`src/hdl/ouart_pkg.sv`:
```
// ----------------------------------------------------------------------------
// ouart_pkg
// Request codes and frame constants of the oversampled 8N1 UART.
// ----------------------------------------------------------------------------
package ouart_pkg;

    typedef enum logic [2:0] {
        REQ_TICK    = 3'd0,
        REQ_WRITE   = 3'd1,
        REQ_READ    = 3'd2,
        REQ_DISABLE = 3'd3,
        REQ_ENABLE  = 3'd4
    } req_t;

    localparam logic [3:0] FRAME_BITS         = 4'd10;
    localparam logic [3:0] DATA_BITS          = 4'd8;
    localparam logic [1:0] TICKS_PER_BIT      = 2'd3;
    localparam logic [2:0] RX_TICKS_PER_BIT   = 3'd3;
    localparam logic [2:0] RX_FIRST_SAMPLE    = 3'd4;

    typedef struct packed {
        logic tx_line;
        logic rd_valid;
        logic pending;
        logic busy;
        logic dropped;
    } status_t;

endpackage

```
`src/hdl/ouart_ram.sv`:
```
// ----------------------------------------------------------------------------
// ouart_ram
// Generic simple dual-port RAM, one write and one registered read port.
// ----------------------------------------------------------------------------
module ouart_ram #(
    parameter int WIDTH = 8,
    parameter int DEPTH = 16
) (
    input  logic                     clk,
    input  logic                     we,
    input  logic [$clog2(DEPTH)-1:0] waddr,
    input  logic [WIDTH-1:0]         wdata,
    input  logic                     re,
    input  logic [$clog2(DEPTH)-1:0] raddr,
    output logic [WIDTH-1:0]         rdata
);

    logic [WIDTH-1:0] mem [DEPTH];
    logic [WIDTH-1:0] rdata_reg;

    always_ff @(posedge clk)
    begin
        if (we)
        begin
            mem[waddr] <= wdata;
        end
        if (re)
        begin
            rdata_reg <= mem[raddr];
        end
    end

    assign rdata = rdata_reg;

endmodule

```
`src/hdl/oversampled_uart_8n1.sv`:
```
// ----------------------------------------------------------------------------
// oversampled_uart_8n1
// 8N1 UART stepped by requests: ticks at three times the baud rate, byte
// writes into a transmit queue, byte reads from a receive ring, gating.
// ----------------------------------------------------------------------------
// Input channel (in_valid/in_ready) carries one request per transfer:
// req_type, rx_line (used on a tick) and tx_byte (used on a write).
// Output channel (out_valid/out_ready) returns exactly one status item per
// request: tx_line, rx_data, rx_data_valid, rx_pending, tx_busy, tx_dropped.
// A request is accepted every cycle while the output side keeps up. The state
// update and the registered read of the receive ring RAM share the first
// stage of its status item; the output register is the second.
// The transmit queue and the receive ring each sit in one RAM with a
// registered read; the next queued byte is fetched when a frame ends and
// folded into the frame register in the following cycle, before it is shifted.
// When the output side stalls, the two stages fill and in_ready drops;
// nothing is lost or repeated. Reset empties the queue and ring pointers,
// enables ticks and sets the transmit level high; RAM contents are not cleared.
// ----------------------------------------------------------------------------
module oversampled_uart_8n1 #(
    parameter int RX_RING_DEPTH  = 16,
    parameter int TX_QUEUE_DEPTH = 16
) (
    input  logic       clk,
    input  logic       rst_n,
    input  logic       in_valid,
    output logic       in_ready,
    input  logic [2:0] req_type,
    input  logic       rx_line,
    input  logic [7:0] tx_byte,
    output logic       out_valid,
    input  logic       out_ready,
    output logic       tx_line,
    output logic [7:0] rx_data,
    output logic       rx_data_valid,
    output logic       rx_pending,
    output logic       tx_busy,
    output logic       tx_dropped
);

    localparam int TXQ_AW = $clog2(TX_QUEUE_DEPTH);
    localparam int TXQ_PW = $clog2(2 * TX_QUEUE_DEPTH);
    localparam int RX_AW  = $clog2(RX_RING_DEPTH);

    localparam logic [TXQ_PW-1:0] TXQ_DEPTH = TXQ_PW'(TX_QUEUE_DEPTH);
    localparam logic [TXQ_PW-1:0] TXQ_LAST  = TXQ_PW'(2 * TX_QUEUE_DEPTH - 1);
    localparam logic [RX_AW-1:0]  RX_LAST   = RX_AW'(RX_RING_DEPTH - 1);

    logic              enabled_reg, enabled_next;
    logic              tx_level_reg, tx_level_next;
    logic              tx_active_reg, tx_active_next;
    logic [1:0]        tx_tick_reg, tx_tick_next;
    logic [3:0]        tx_bits_reg, tx_bits_next;
    logic [9:0]        tx_frame_reg, tx_frame_next;
    logic              tx_load_reg, tx_load_next;
    logic [TXQ_PW-1:0] txq_wr_reg, txq_wr_next;
    logic [TXQ_PW-1:0] txq_rd_reg, txq_rd_next;
    logic              rx_active_reg, rx_active_next;
    logic              rx_wait_reg, rx_wait_next;
    logic [2:0]        rx_tick_reg, rx_tick_next;
    logic [3:0]        rx_bits_reg, rx_bits_next;
    logic [7:0]        rx_shift_reg, rx_shift_next;
    logic [RX_AW-1:0]  rx_wr_reg, rx_wr_next;
    logic [RX_AW-1:0]  rx_rd_reg, rx_rd_next;

    logic                  s1_valid_reg;
    ouart_pkg::status_t    s1_reg, s1_next;
    logic                  out_valid_reg;
    ouart_pkg::status_t    out_reg;
    logic [7:0]            out_data_reg;

    logic              accept;
    logic              s1_adv;
    logic [9:0]        frame_cur;
    logic [TXQ_PW-1:0] txq_wr_full, txq_rd_full;
    logic [TXQ_AW-1:0] txq_wr_idx, txq_rd_idx;
    logic              txq_empty, txq_full;
    logic              txq_we, txq_re;
    logic [7:0]        txq_rdata;
    logic              rx_we, rx_re;
    logic [7:0]        rx_rdata;
    logic [2:0]        rx_bit_idx;
    logic [3:0]        rx_bit_off;

    assign s1_adv   = !out_valid_reg || out_ready;
    assign in_ready = !s1_valid_reg || s1_adv;
    assign accept   = in_valid && in_ready;

    assign frame_cur   = tx_load_reg ? {1'b1, txq_rdata, 1'b0} : tx_frame_reg;
    assign txq_wr_full = (txq_wr_reg >= TXQ_DEPTH) ? txq_wr_reg - TXQ_DEPTH : txq_wr_reg;
    assign txq_rd_full = (txq_rd_reg >= TXQ_DEPTH) ? txq_rd_reg - TXQ_DEPTH : txq_rd_reg;
    assign txq_wr_idx  = txq_wr_full[TXQ_AW-1:0];
    assign txq_rd_idx  = txq_rd_full[TXQ_AW-1:0];
    assign txq_empty   = txq_wr_reg == txq_rd_reg;
    assign txq_full    = !txq_empty && (txq_wr_idx == txq_rd_idx);
    assign rx_bit_off  = ouart_pkg::DATA_BITS - rx_bits_reg;
    assign rx_bit_idx  = rx_bit_off[2:0];

    always_comb
    begin
        enabled_next   = enabled_reg;
        tx_level_next  = tx_level_reg;
        tx_active_next = tx_active_reg;
        tx_tick_next   = tx_tick_reg;
        tx_bits_next   = tx_bits_reg;
        tx_frame_next  = frame_cur;
        tx_load_next   = 1'b0;
        txq_wr_next    = txq_wr_reg;
        txq_rd_next    = txq_rd_reg;
        rx_active_next = rx_active_reg;
        rx_wait_next   = rx_wait_reg;
        rx_tick_next   = rx_tick_reg;
        rx_bits_next   = rx_bits_reg;
        rx_shift_next  = rx_shift_reg;
        rx_wr_next     = rx_wr_reg;
        rx_rd_next     = rx_rd_reg;
        txq_we         = 1'b0;
        txq_re         = 1'b0;
        rx_we          = 1'b0;
        rx_re          = 1'b0;
        s1_next        = '0;

        if (accept)
        begin
            case (ouart_pkg::req_t'(req_type))
                ouart_pkg::REQ_TICK:
                begin
                    if (enabled_reg)
                    begin
                        if (tx_active_reg)
                        begin
                            if (tx_tick_reg > 2'd1)
                            begin
                                tx_tick_next = tx_tick_reg - 2'd1;
                            end
                            else
                            begin
                                tx_level_next = frame_cur[0];
                                tx_frame_next = {1'b0, frame_cur[9:1]};
                                tx_tick_next  = ouart_pkg::TICKS_PER_BIT;
                                if (tx_bits_reg > 4'd1)
                                begin
                                    tx_bits_next = tx_bits_reg - 4'd1;
                                end
                                else
                                begin
                                    tx_bits_next   = 4'd0;
                                    tx_active_next = 1'b0;
                                    if (!txq_empty)
                                    begin
                                        txq_re         = 1'b1;
                                        tx_load_next   = 1'b1;
                                        txq_rd_next    = (txq_rd_reg == TXQ_LAST) ? '0
                                                         : txq_rd_reg + 1'b1;
                                        tx_tick_next   = ouart_pkg::TICKS_PER_BIT;
                                        tx_bits_next   = ouart_pkg::FRAME_BITS;
                                        tx_active_next = 1'b1;
                                    end
                                end
                            end
                        end

                        if (rx_wait_reg)
                        begin
                            if (rx_tick_reg > 3'd1)
                            begin
                                rx_tick_next = rx_tick_reg - 3'd1;
                            end
                            else
                            begin
                                rx_tick_next   = 3'd0;
                                rx_wait_next   = 1'b0;
                                rx_active_next = 1'b0;
                                if (rx_line)
                                begin
                                    rx_we      = 1'b1;
                                    rx_wr_next = (rx_wr_reg == RX_LAST) ? '0
                                                 : rx_wr_reg + 1'b1;
                                end
                            end
                        end
                        else if (!rx_active_reg)
                        begin
                            if (!rx_line)
                            begin
                                rx_active_next = 1'b1;
                                rx_shift_next  = 8'd0;
                                rx_tick_next   = ouart_pkg::RX_FIRST_SAMPLE;
                                rx_bits_next   = ouart_pkg::DATA_BITS;
                            end
                        end
                        else if (rx_tick_reg > 3'd1)
                        begin
                            rx_tick_next = rx_tick_reg - 3'd1;
                        end
                        else
                        begin
                            rx_tick_next = ouart_pkg::RX_TICKS_PER_BIT;
                            if (rx_line && (rx_bits_reg inside {[4'd1:4'd8]}))
                            begin
                                rx_shift_next[rx_bit_idx] = 1'b1;
                            end
                            if (rx_bits_reg > 4'd1)
                            begin
                                rx_bits_next = rx_bits_reg - 4'd1;
                            end
                            else
                            begin
                                rx_bits_next = 4'd0;
                                rx_wait_next = 1'b1;
                            end
                        end
                    end
                end
                ouart_pkg::REQ_WRITE:
                begin
                    if (tx_active_reg)
                    begin
                        if (txq_full)
                        begin
                            s1_next.dropped = 1'b1;
                        end
                        else
                        begin
                            txq_we      = 1'b1;
                            txq_wr_next = (txq_wr_reg == TXQ_LAST) ? '0 : txq_wr_reg + 1'b1;
                        end
                    end
                    else
                    begin
                        tx_tick_next   = ouart_pkg::TICKS_PER_BIT;
                        tx_bits_next   = ouart_pkg::FRAME_BITS;
                        tx_frame_next  = {1'b1, tx_byte, 1'b0};
                        tx_active_next = 1'b1;
                    end
                end
                ouart_pkg::REQ_READ:
                begin
                    if (rx_rd_reg != rx_wr_reg)
                    begin
                        rx_re            = 1'b1;
                        s1_next.rd_valid = 1'b1;
                        rx_rd_next       = (rx_rd_reg == RX_LAST) ? '0 : rx_rd_reg + 1'b1;
                    end
                end
                ouart_pkg::REQ_DISABLE:
                begin
                    enabled_next   = 1'b0;
                    rx_wait_next   = 1'b0;
                    tx_active_next = 1'b0;
                    rx_active_next = 1'b0;
                end
                ouart_pkg::REQ_ENABLE:
                begin
                    enabled_next = 1'b1;
                end
                default:
                begin
                end
            endcase
        end

        s1_next.tx_line = tx_level_next;
        s1_next.pending = rx_rd_next != rx_wr_next;
        s1_next.busy    = tx_active_next;
    end

    always_ff @(posedge clk or negedge rst_n)
    begin
        if (!rst_n)
        begin
            enabled_reg   <= 1'b1;
            tx_level_reg  <= 1'b1;
            tx_active_reg <= 1'b0;
            tx_tick_reg   <= 2'd0;
            tx_bits_reg   <= 4'd0;
            tx_frame_reg  <= 10'd0;
            tx_load_reg   <= 1'b0;
            txq_wr_reg    <= '0;
            txq_rd_reg    <= '0;
            rx_active_reg <= 1'b0;
            rx_wait_reg   <= 1'b0;
            rx_tick_reg   <= 3'd0;
            rx_bits_reg   <= 4'd0;
            rx_shift_reg  <= 8'd0;
            rx_wr_reg     <= '0;
            rx_rd_reg     <= '0;
            s1_valid_reg  <= 1'b0;
            out_valid_reg <= 1'b0;
        end
        else
        begin
            enabled_reg   <= enabled_next;
            tx_level_reg  <= tx_level_next;
            tx_active_reg <= tx_active_next;
            tx_tick_reg   <= tx_tick_next;
            tx_bits_reg   <= tx_bits_next;
            tx_frame_reg  <= tx_frame_next;
            tx_load_reg   <= tx_load_next;
            txq_wr_reg    <= txq_wr_next;
            txq_rd_reg    <= txq_rd_next;
            rx_active_reg <= rx_active_next;
            rx_wait_reg   <= rx_wait_next;
            rx_tick_reg   <= rx_tick_next;
            rx_bits_reg   <= rx_bits_next;
            rx_shift_reg  <= rx_shift_next;
            rx_wr_reg     <= rx_wr_next;
            rx_rd_reg     <= rx_rd_next;
            if (in_ready)
            begin
                s1_valid_reg <= in_valid;
            end
            if (s1_adv)
            begin
                out_valid_reg <= s1_valid_reg;
            end
        end
    end

    always_ff @(posedge clk)
    begin
        if (accept)
        begin
            s1_reg <= s1_next;
        end
        if (s1_adv && s1_valid_reg)
        begin
            out_reg      <= s1_reg;
            out_data_reg <= s1_reg.rd_valid ? rx_rdata : 8'd0;
        end
    end

    ouart_ram #(
        .WIDTH (8),
        .DEPTH (TX_QUEUE_DEPTH)
    ) u_txq_ram (
        .clk   (clk),
        .we    (txq_we),
        .waddr (txq_wr_idx),
        .wdata (tx_byte),
        .re    (txq_re),
        .raddr (txq_rd_idx),
        .rdata (txq_rdata)
    );

    ouart_ram #(
        .WIDTH (8),
        .DEPTH (RX_RING_DEPTH)
    ) u_rx_ram (
        .clk   (clk),
        .we    (rx_we),
        .waddr (rx_wr_reg),
        .wdata (rx_shift_reg),
        .re    (rx_re),
        .raddr (rx_rd_reg),
        .rdata (rx_rdata)
    );

    assign out_valid     = out_valid_reg;
    assign tx_line       = out_reg.tx_line;
    assign rx_data       = out_data_reg;
    assign rx_data_valid = out_reg.rd_valid;
    assign rx_pending    = out_reg.pending;
    assign tx_busy       = out_reg.busy;
    assign tx_dropped    = out_reg.dropped;

endmodule
```
`config.mk`:
```
export PLATFORM = sky130hd
export DESIGN_NAME = oversampled_uart_8n1
export DESIGN_NICKNAME = d
export VERILOG_FILES = /design/src/hdl/ouart_pkg.sv /design/src/hdl/ouart_ram.sv /design/src/hdl/oversampled_uart_8n1.sv
export SDC_FILE = /design/constraint.sdc
export NUM_CORES = 1
export LEC_CHECK = 0
export ABC_AREA = 1
export ABC_CLOCK_PERIOD_IN_PS = 1900
export BUFFER_PORTS_ARGS = -buffer_cell sky130_fd_sc_hd__buf_4
export CAP_MARGIN = 20
export CORE_MARGIN = 5
export CORE_UTILIZATION = 45
export CTS_CLUSTER_SIZE = 20
export DETAILED_ROUTE_END_ITERATION = 6
export PLACE_DENSITY = 0.65
export SKIP_LAST_GASP = 1
export SLEW_MARGIN = 20
export SYNTH_ARGS = -nofsm -noshare
export SYNTH_HDL_FRONTEND = slang
export SYNTH_SLANG_ARGS = --single-unit
```
`constraint.sdc`:
```
create_clock -name clk -period 1.9 [get_ports clk]
set_input_delay 0.095 -clock clk [delete_from_list [all_inputs] [get_ports clk]]
set_output_delay 0.095 -clock clk [all_outputs]
set_load 0.02 [all_outputs]
```
# After elaboration in Yosys (flattened, before gate mapping)
# Memory sizes are Yosys's and may differ from the RTL's. A register that Yosys moved wholly into a read port is not among the register bits.
# Index checks and enable logic that the tools add are counted.
[op_classes]
reduce_logical = 26
magnitude_cmp = 10
addsub = 11
eq_ne = 21
bitwise = 6
muxes = 99
[op_table]
columns = ["op", "count"]
rows = [
  ["$mux 4", 23],
  ["$mux 10", 6],
  ["$mux 1", 47],
  ["$mux 8", 4],
  ["$pmux 10 s2", 1],
  ["$sub 4x1->4 const B", 4],
  ["$mux 3", 5],
  ["$reduce_and 7->1", 2],
  ["$reduce_and 4->1", 3],
  ["$reduce_and 6->1", 2],
  ["$add 5x1->5 const B", 2],
  ["$eq 5x5->1 const B", 2],
  ["$ge 5x5->1 const B", 2],
  ["$mux 5", 2],
  ["$ne 2x2->1 const B", 5],
  ["$add 4x1->4 const B", 2],
  ["$eq 4x4->1 const B", 2],
  ["$gt 4x1->1 const B", 2],
  ["$mux 2", 4],
  ["$ne 4x4->1", 2],
  ["$or 8x8->8", 1],
  ["$pmux 4 s2", 1],
  ["$eq 3x2->1 const B", 2],
  ["$logic_and 1x1->1", 6],
  ["other kinds (28)", 41],
]
[word_totals]
elab_cells = 204
mem_count = 2
ff_bits = 75
ramBits = 256
out_inout_bits = 15
inputBits = 16
[mem_list]
columns = ["name", "words", "word_bits", "read_ports", "rd_clocked_by_memory_dff", "wr", "line", "rtl"]
rows = [
  ["u_rx_ram.mem", 16, 8, 1, 1, 1, "ouart_ram.sv:18", "logic [WIDTH-1:0] mem [DEPTH];"],
  ["u_txq_ram.mem", 16, 8, 1, 1, 1, "ouart_ram.sv:18", ""],
]

# Longest topological paths before layout
[logic_depth]
word_depth = 10
ltp_mapped = 14
mapped_depth_nobuf = 14

# Cells and area by module
# From an unflattened synthesis, not the netlist that was laid out.
[hier_totals]
hier_cells = 1590
area_unflattened_um2 = 15827.7
[by_module_without_submodules]
columns = ["mod", "seq_area_each_um2", "area_each_um2", "cells_per_inst", "n_inst"]
rows = [
  ["ouart_ram", 4083.9, 5846.9, 551, 2],
  ["oversampled_uart_8n1", 1969.4, 4134.0, 488, 1],
]

# Worst setup path after synthesis
# Ideal clock, no wire load.
[synth_path]
path_kind = "register to register"
startpoint = "register out_valid_reg (netlist: out_valid)"
endpoint = "memory u_txq_ram.mem[10][0] (enable)"
slack_ps = -188
arrival_time_ps = 1717
n_path_buf = 1
synth_period_minus_slack_ps = 2088
setup_time_ps = 370
stages_incl_launch_ff = 11
required_time_ps = 1530
cell_sequence = "dfrtp_1 -> nand3_4 -> nand2_4 -> inv_4 -> nand2_4 -> inv_1 -> nand2_2 -> inv_1 -> buf_4 -> nand2_2 -> nor2_1"
[synth_between]
elab_chain_cells = 7
[synth_lines]
columns = ["element", "line", "rtl"]
rows = [
  ["start, declared", "oversampled_uart_8n1.sv:68", "logic out_valid_reg;"],
  ["start signal, assigned", "oversampled_uart_8n1.sv:315", "out_valid_reg <= s1_valid_reg;"],
  ["$logic_not 1->1", "oversampled_uart_8n1.sv:85", "assign s1_adv = !out_valid_reg || out_ready;"],
  ["$logic_or 1x1->1", "oversampled_uart_8n1.sv:85", ""],
  ["$logic_or 1x1->1", "oversampled_uart_8n1.sv:86", "assign in_ready = !s1_valid_reg || s1_adv;"],
  ["net in_ready", "oversampled_uart_8n1.sv:27", "output logic in_ready,"],
  ["$logic_and 1x1->1", "oversampled_uart_8n1.sv:87", "assign accept = in_valid && in_ready;"],
  ["$mux 1", "oversampled_uart_8n1.sv:123", "if (accept)"],
  ["$mux 1", "ouart_ram.sv:23", "if (we)"],
  ["$mux 1 (not written as such)", "ouart_ram.sv:25", "mem[waddr] <= wdata;"],
  ["end, declared", "ouart_ram.sv:18", ""],
]
# The timed path passes the listed nets, and every way through them passes these cells.

# Final worst setup path
[layout_path]
startpoint = "register txq_rd_reg[0]"
endpoint = "register u_txq_ram.rdata_reg[1] (netlist: u_txq_ram.rdata[1]), read port of u_txq_ram.mem (data pin)"
[layout_between]
elab_chain_cells = 8
word_cells_on_any_way = 11
cone_classes = "1 x add/sub; 1 x order compare; 1 x eq/ne; 8 x mux"
[layout_lines]
columns = ["element", "line", "rtl"]
rows = [
  ["start, declared", "oversampled_uart_8n1.sv:57", "logic [TXQ_PW-1:0] txq_rd_reg, txq_rd_next;"],
  ["start signal, assigned", "oversampled_uart_8n1.sv:301", "txq_rd_reg <= txq_rd_next;"],
  ["$eq 5x5->1", "oversampled_uart_8n1.sv:94", "assign txq_empty = txq_wr_reg == txq_rd_reg;"],
  ["$mux 1", "oversampled_uart_8n1.sv:149", "if (!txq_empty)"],
  ["$mux 1", "oversampled_uart_8n1.sv:141", "if (tx_bits_reg > 4'd1)"],
  ["$mux 1", "oversampled_uart_8n1.sv:132", "if (tx_tick_reg > 2'd1)"],
  ["$mux 1", "oversampled_uart_8n1.sv:130", "if (tx_active_reg)"],
  ["$mux 1", "oversampled_uart_8n1.sv:128", "if (enabled_reg)"],
  ["$mux 1", "oversampled_uart_8n1.sv:125", "case (ouart_pkg::req_t'(req_type))"],
  ["$mux 1", "oversampled_uart_8n1.sv:123", ""],
  ["end, declared", "ouart_ram.sv:19", "logic [WIDTH-1:0] rdata_reg;"],
]
# Parallel ways exist; a longest one is shown, timed or not.
# A chain may end at the register's enable or synchronous reset.

==> flow_summary.ini <==
[run]
drv_cap = 0

[die]
dieArea_mm2 = 0.03673
start_util_pct = 45.63
core_area_mm2 = 0.03254
core.rowCount = 66
die_h_um = 191.6
pin_count = 31
die_width_um = 191.6

[detailed_routing]
postRouteAntennaNets = 0
routed_via_density = 5.307
drc_errors = 0
routed_wl_um = 33890
wl_per_cell_um = 17.97
num_vias = 10009
first_iter_violations = 865
first_pass_iters = 5

[sta]
fmax_ghz = 0.5579
slew_headroom_pct = 48.79
finClkSkew_ps = 25.63
min_period_ps = 1792
rsz0062_at_grt = true
slew_viol_final = 0
final.setup.tns_ps = 0
post-route-period-util_pct = 94.33
hold_viol = 0
setup_viol = 0
max_slew.worst_pin.slew_ps = 768.2

[pwr]
comb_power_share_pct = 14.8
power_density_mw_per_mm2 = 1037
ir_drop_uv = 680.8
p_sw_share_pct = 25.98
p_sw_mw = 4.799
power.leakage_nw = 6.647
seqPwrFrac_pct = 49.0
pwr-share-clk_pct = 36.2
internal_power_mw = 13.67

[global_route]
grt_use_met2_pct = 28.81
grt_pass1_wl_um = 54140
grt_max_degree = 65
grt_busiest_layer = met2
antenna_found_initial = 1
grt_use_met3_pct = 3.962
grt_usage_pct = 18.76
grt-ovfl-total = 0
grt_pass1_vias = 9874
gr-usage-met1_pct = 27.63

[clocking]
cts_num_sinks = 347
htree_num_levels = 2
numCtsBuffers = 37
clkLatencyLatePin_ps = 530
clk_pin_slew_ps = 60
clk_path_buf_depth = 3
cts_tree = built
root_buffer = clkbuf_16

[synthesis]
syn_inst = 1266
ys_async_sr_fraction_pct = 16.43
synth_cell_types = 49
yosys_warnings = 0
synth_edf_count = 290
ys_seq_area_share_pct = 68.28
netlist_area_mm2 = 0.01485
ys.flop_type = edfxtp_1
ys_ff_latch = 347
avgSynthCellArea_um2 = 11.73
syn_nets = 1301

[place]
routabilityCongestion = 0.8618
io_buffers = 30
post-dp-hpwl_um = 22390

[worst_setup_path]
path_class = reg -> reg
critPathCaptureType = register
worstPathArrival_ps = 1990
cp.required_ps = 2100
crit_fanout = 16
startpoint_type = register

[hold_path]
worst_hold_path_type = in -> reg

[final_layout]
synthToLayoutAreaGrowth_pct = 19.93
n_antenna_cell = 0
fin_nets = 1450
utilization_pct = 54.73
final_layout_size_suffix_gt1_share_pct = 20.01

[outcome]
outcome = complete, no violations
layer usage:
layer / share of wire, % / vias to the layer above / wire length (µm)
li1: - / 4806 / -
met1: 45 / 4838 / 15400
met2: 46 / 310 / 15440
met3: 7.3 / 53 / 2460
met4: 1.7 / 2 / 585
met5: 0.021 / - / 7
worst paths after layout:
| path | cells after the start | to | startpoint | slack, ps |
|---|---|---|---|---|
| hold / removal | 5 | rx_shift_reg[4] | rx_line | 90 |
| min in group asynchronous | 2 | txq_wr_reg[3] | rst_n | 190 |
| setup reg to reg | 8 | u_txq_ram.rdata[1] | txq_rd_reg[0] | 110 |
| hold reg to reg | 0 | tx_line | s1_reg[4] | 430 |
| max in group asynchronous | 2 | txq_rd_reg[0] | rst_n | 1140 |
| setup / recovery | 8 | u_txq_ram.rdata[1] | txq_rd_reg[0] | 110 |
cells in the final DEF, fill, tap and decap left out, types with 16 or more instances in the layout:
cell type	instances
nor2_1	204
nand2_1	149
clkbuf_16	37
o21ai_0	139
inv_2	16
inv_1	66
o32ai_1	17
dfrtp_1	50
mux2i_1	18
ha_1	19
nand3_1	43
a21oi_1	26
o22ai_1	52
edfxtp_1	290
buf_4	136
power groups by stage:
stage / registers (mW) / logic [mW] / clock network (mW)
after floorplan: 9.33 / 1.39 / 0
after detailed placement: 9.21 / 2.58 / 0
final: 9.06 / 2.73 / 6.68
after CTS: 9.06 / 2.63 / 6.81
after global placement: 9.19 / 2.56 / 0
after global routing: 9.11 / 3.05 / 7.15
cells in the mapped netlist (2+ instances only):
cell type  count  share of area (%)
edfxtp_1     290                 59
nor2_1       221                5.6
nand2_1      154                3.9
o21ai_0      140                4.7
inv_1         69                1.7
dfrtp_1       55                9.3
o22ai_1       52                2.2
nand3_1       44                1.5
a21oi_1       26               0.88
clkbuf_1      26               0.66
ha_1          19                1.6
mux2i_1       18                1.2
buf_2         17               0.57
o32ai_1       17                1.0
inv_2         14               0.35
o211ai_1      10               0.51
nand2_2        9               0.38
o221ai_1       8               0.47
nand2_4        7               0.53
buf_1          6               0.15
nand3b_1       6               0.30
o21bai_2       6               0.46
xor2_1         6               0.35
nor2_4         5               0.38
o31ai_1        5               0.25
buf_6          3               0.23
nor3_1         3               0.10
o21ai_1        3               0.10
xnor2_1        3               0.18
a22oi_1        2               0.10
buf_4          2               0.10
dfstp_2        2               0.35
nand3_4        2               0.24
worst max-delay path: stages, from the launching register on:
cell and delay [ps]:
dfrtp_2 400, buf_4 170, buf_4 200, nor2_1 110, nor2_1 40, o21ai_0 110
o211ai_1 140, o211ai_1 100, nand3_1 210
cells by family after synthesis:
family                   synth area share, %
AND/OR/NAND/NOR                        13.28
flip-flops                             68.28
AO/OA/AOI/OAI                          11.17
buffers and inverters                  3.851
multiplexers                           1.289
adder cells (fa/ha/maj)                1.601
XOR/XNOR                              0.5310
through the flow:
| step | setup slack [ps] | hold WS [ps] | total power, mW | area, µm² | cells |
|---|---|---|---|---|---|
| after global placement | -32.07 | 213.6 | 11.74 | 16400 | 1800 |
| after global routing | -41.98 | 107.4 | 19.31 | 17810 | 1886 |
| after CTS | -10.71 | 101.0 | 18.50 | 17690 | 1883 |
| after floorplan | -61.74 | -200.6 | 10.72 | 14880 | 1266 |
| after detailed placement | -62.37 | 222.4 | 11.79 | 16400 | 1800 |
| final | 107.7 | 91.79 | 18.47 | 17810 | 1886 |
final cells by class:
type	instances	area [µm²]
tap	442	553.0
clock buffer	50	1015
timing repair buffer	164	1405
inverter	84	322.8
sequential	347	10140
clock inverter	18	115.1
fill	2755	14730
multi-input combinational	781	4252
timing repair:
item | in CTS | in global routing
hold endpoints to repair | 187 | 0
setup buffers | 0 | 3
resized for setup | 3 | 30
pin swaps | 0 | 2
setup endpoints to repair | 32 | 259
hold buffers | 15 | 0
(Power assumes the default switching activity.)
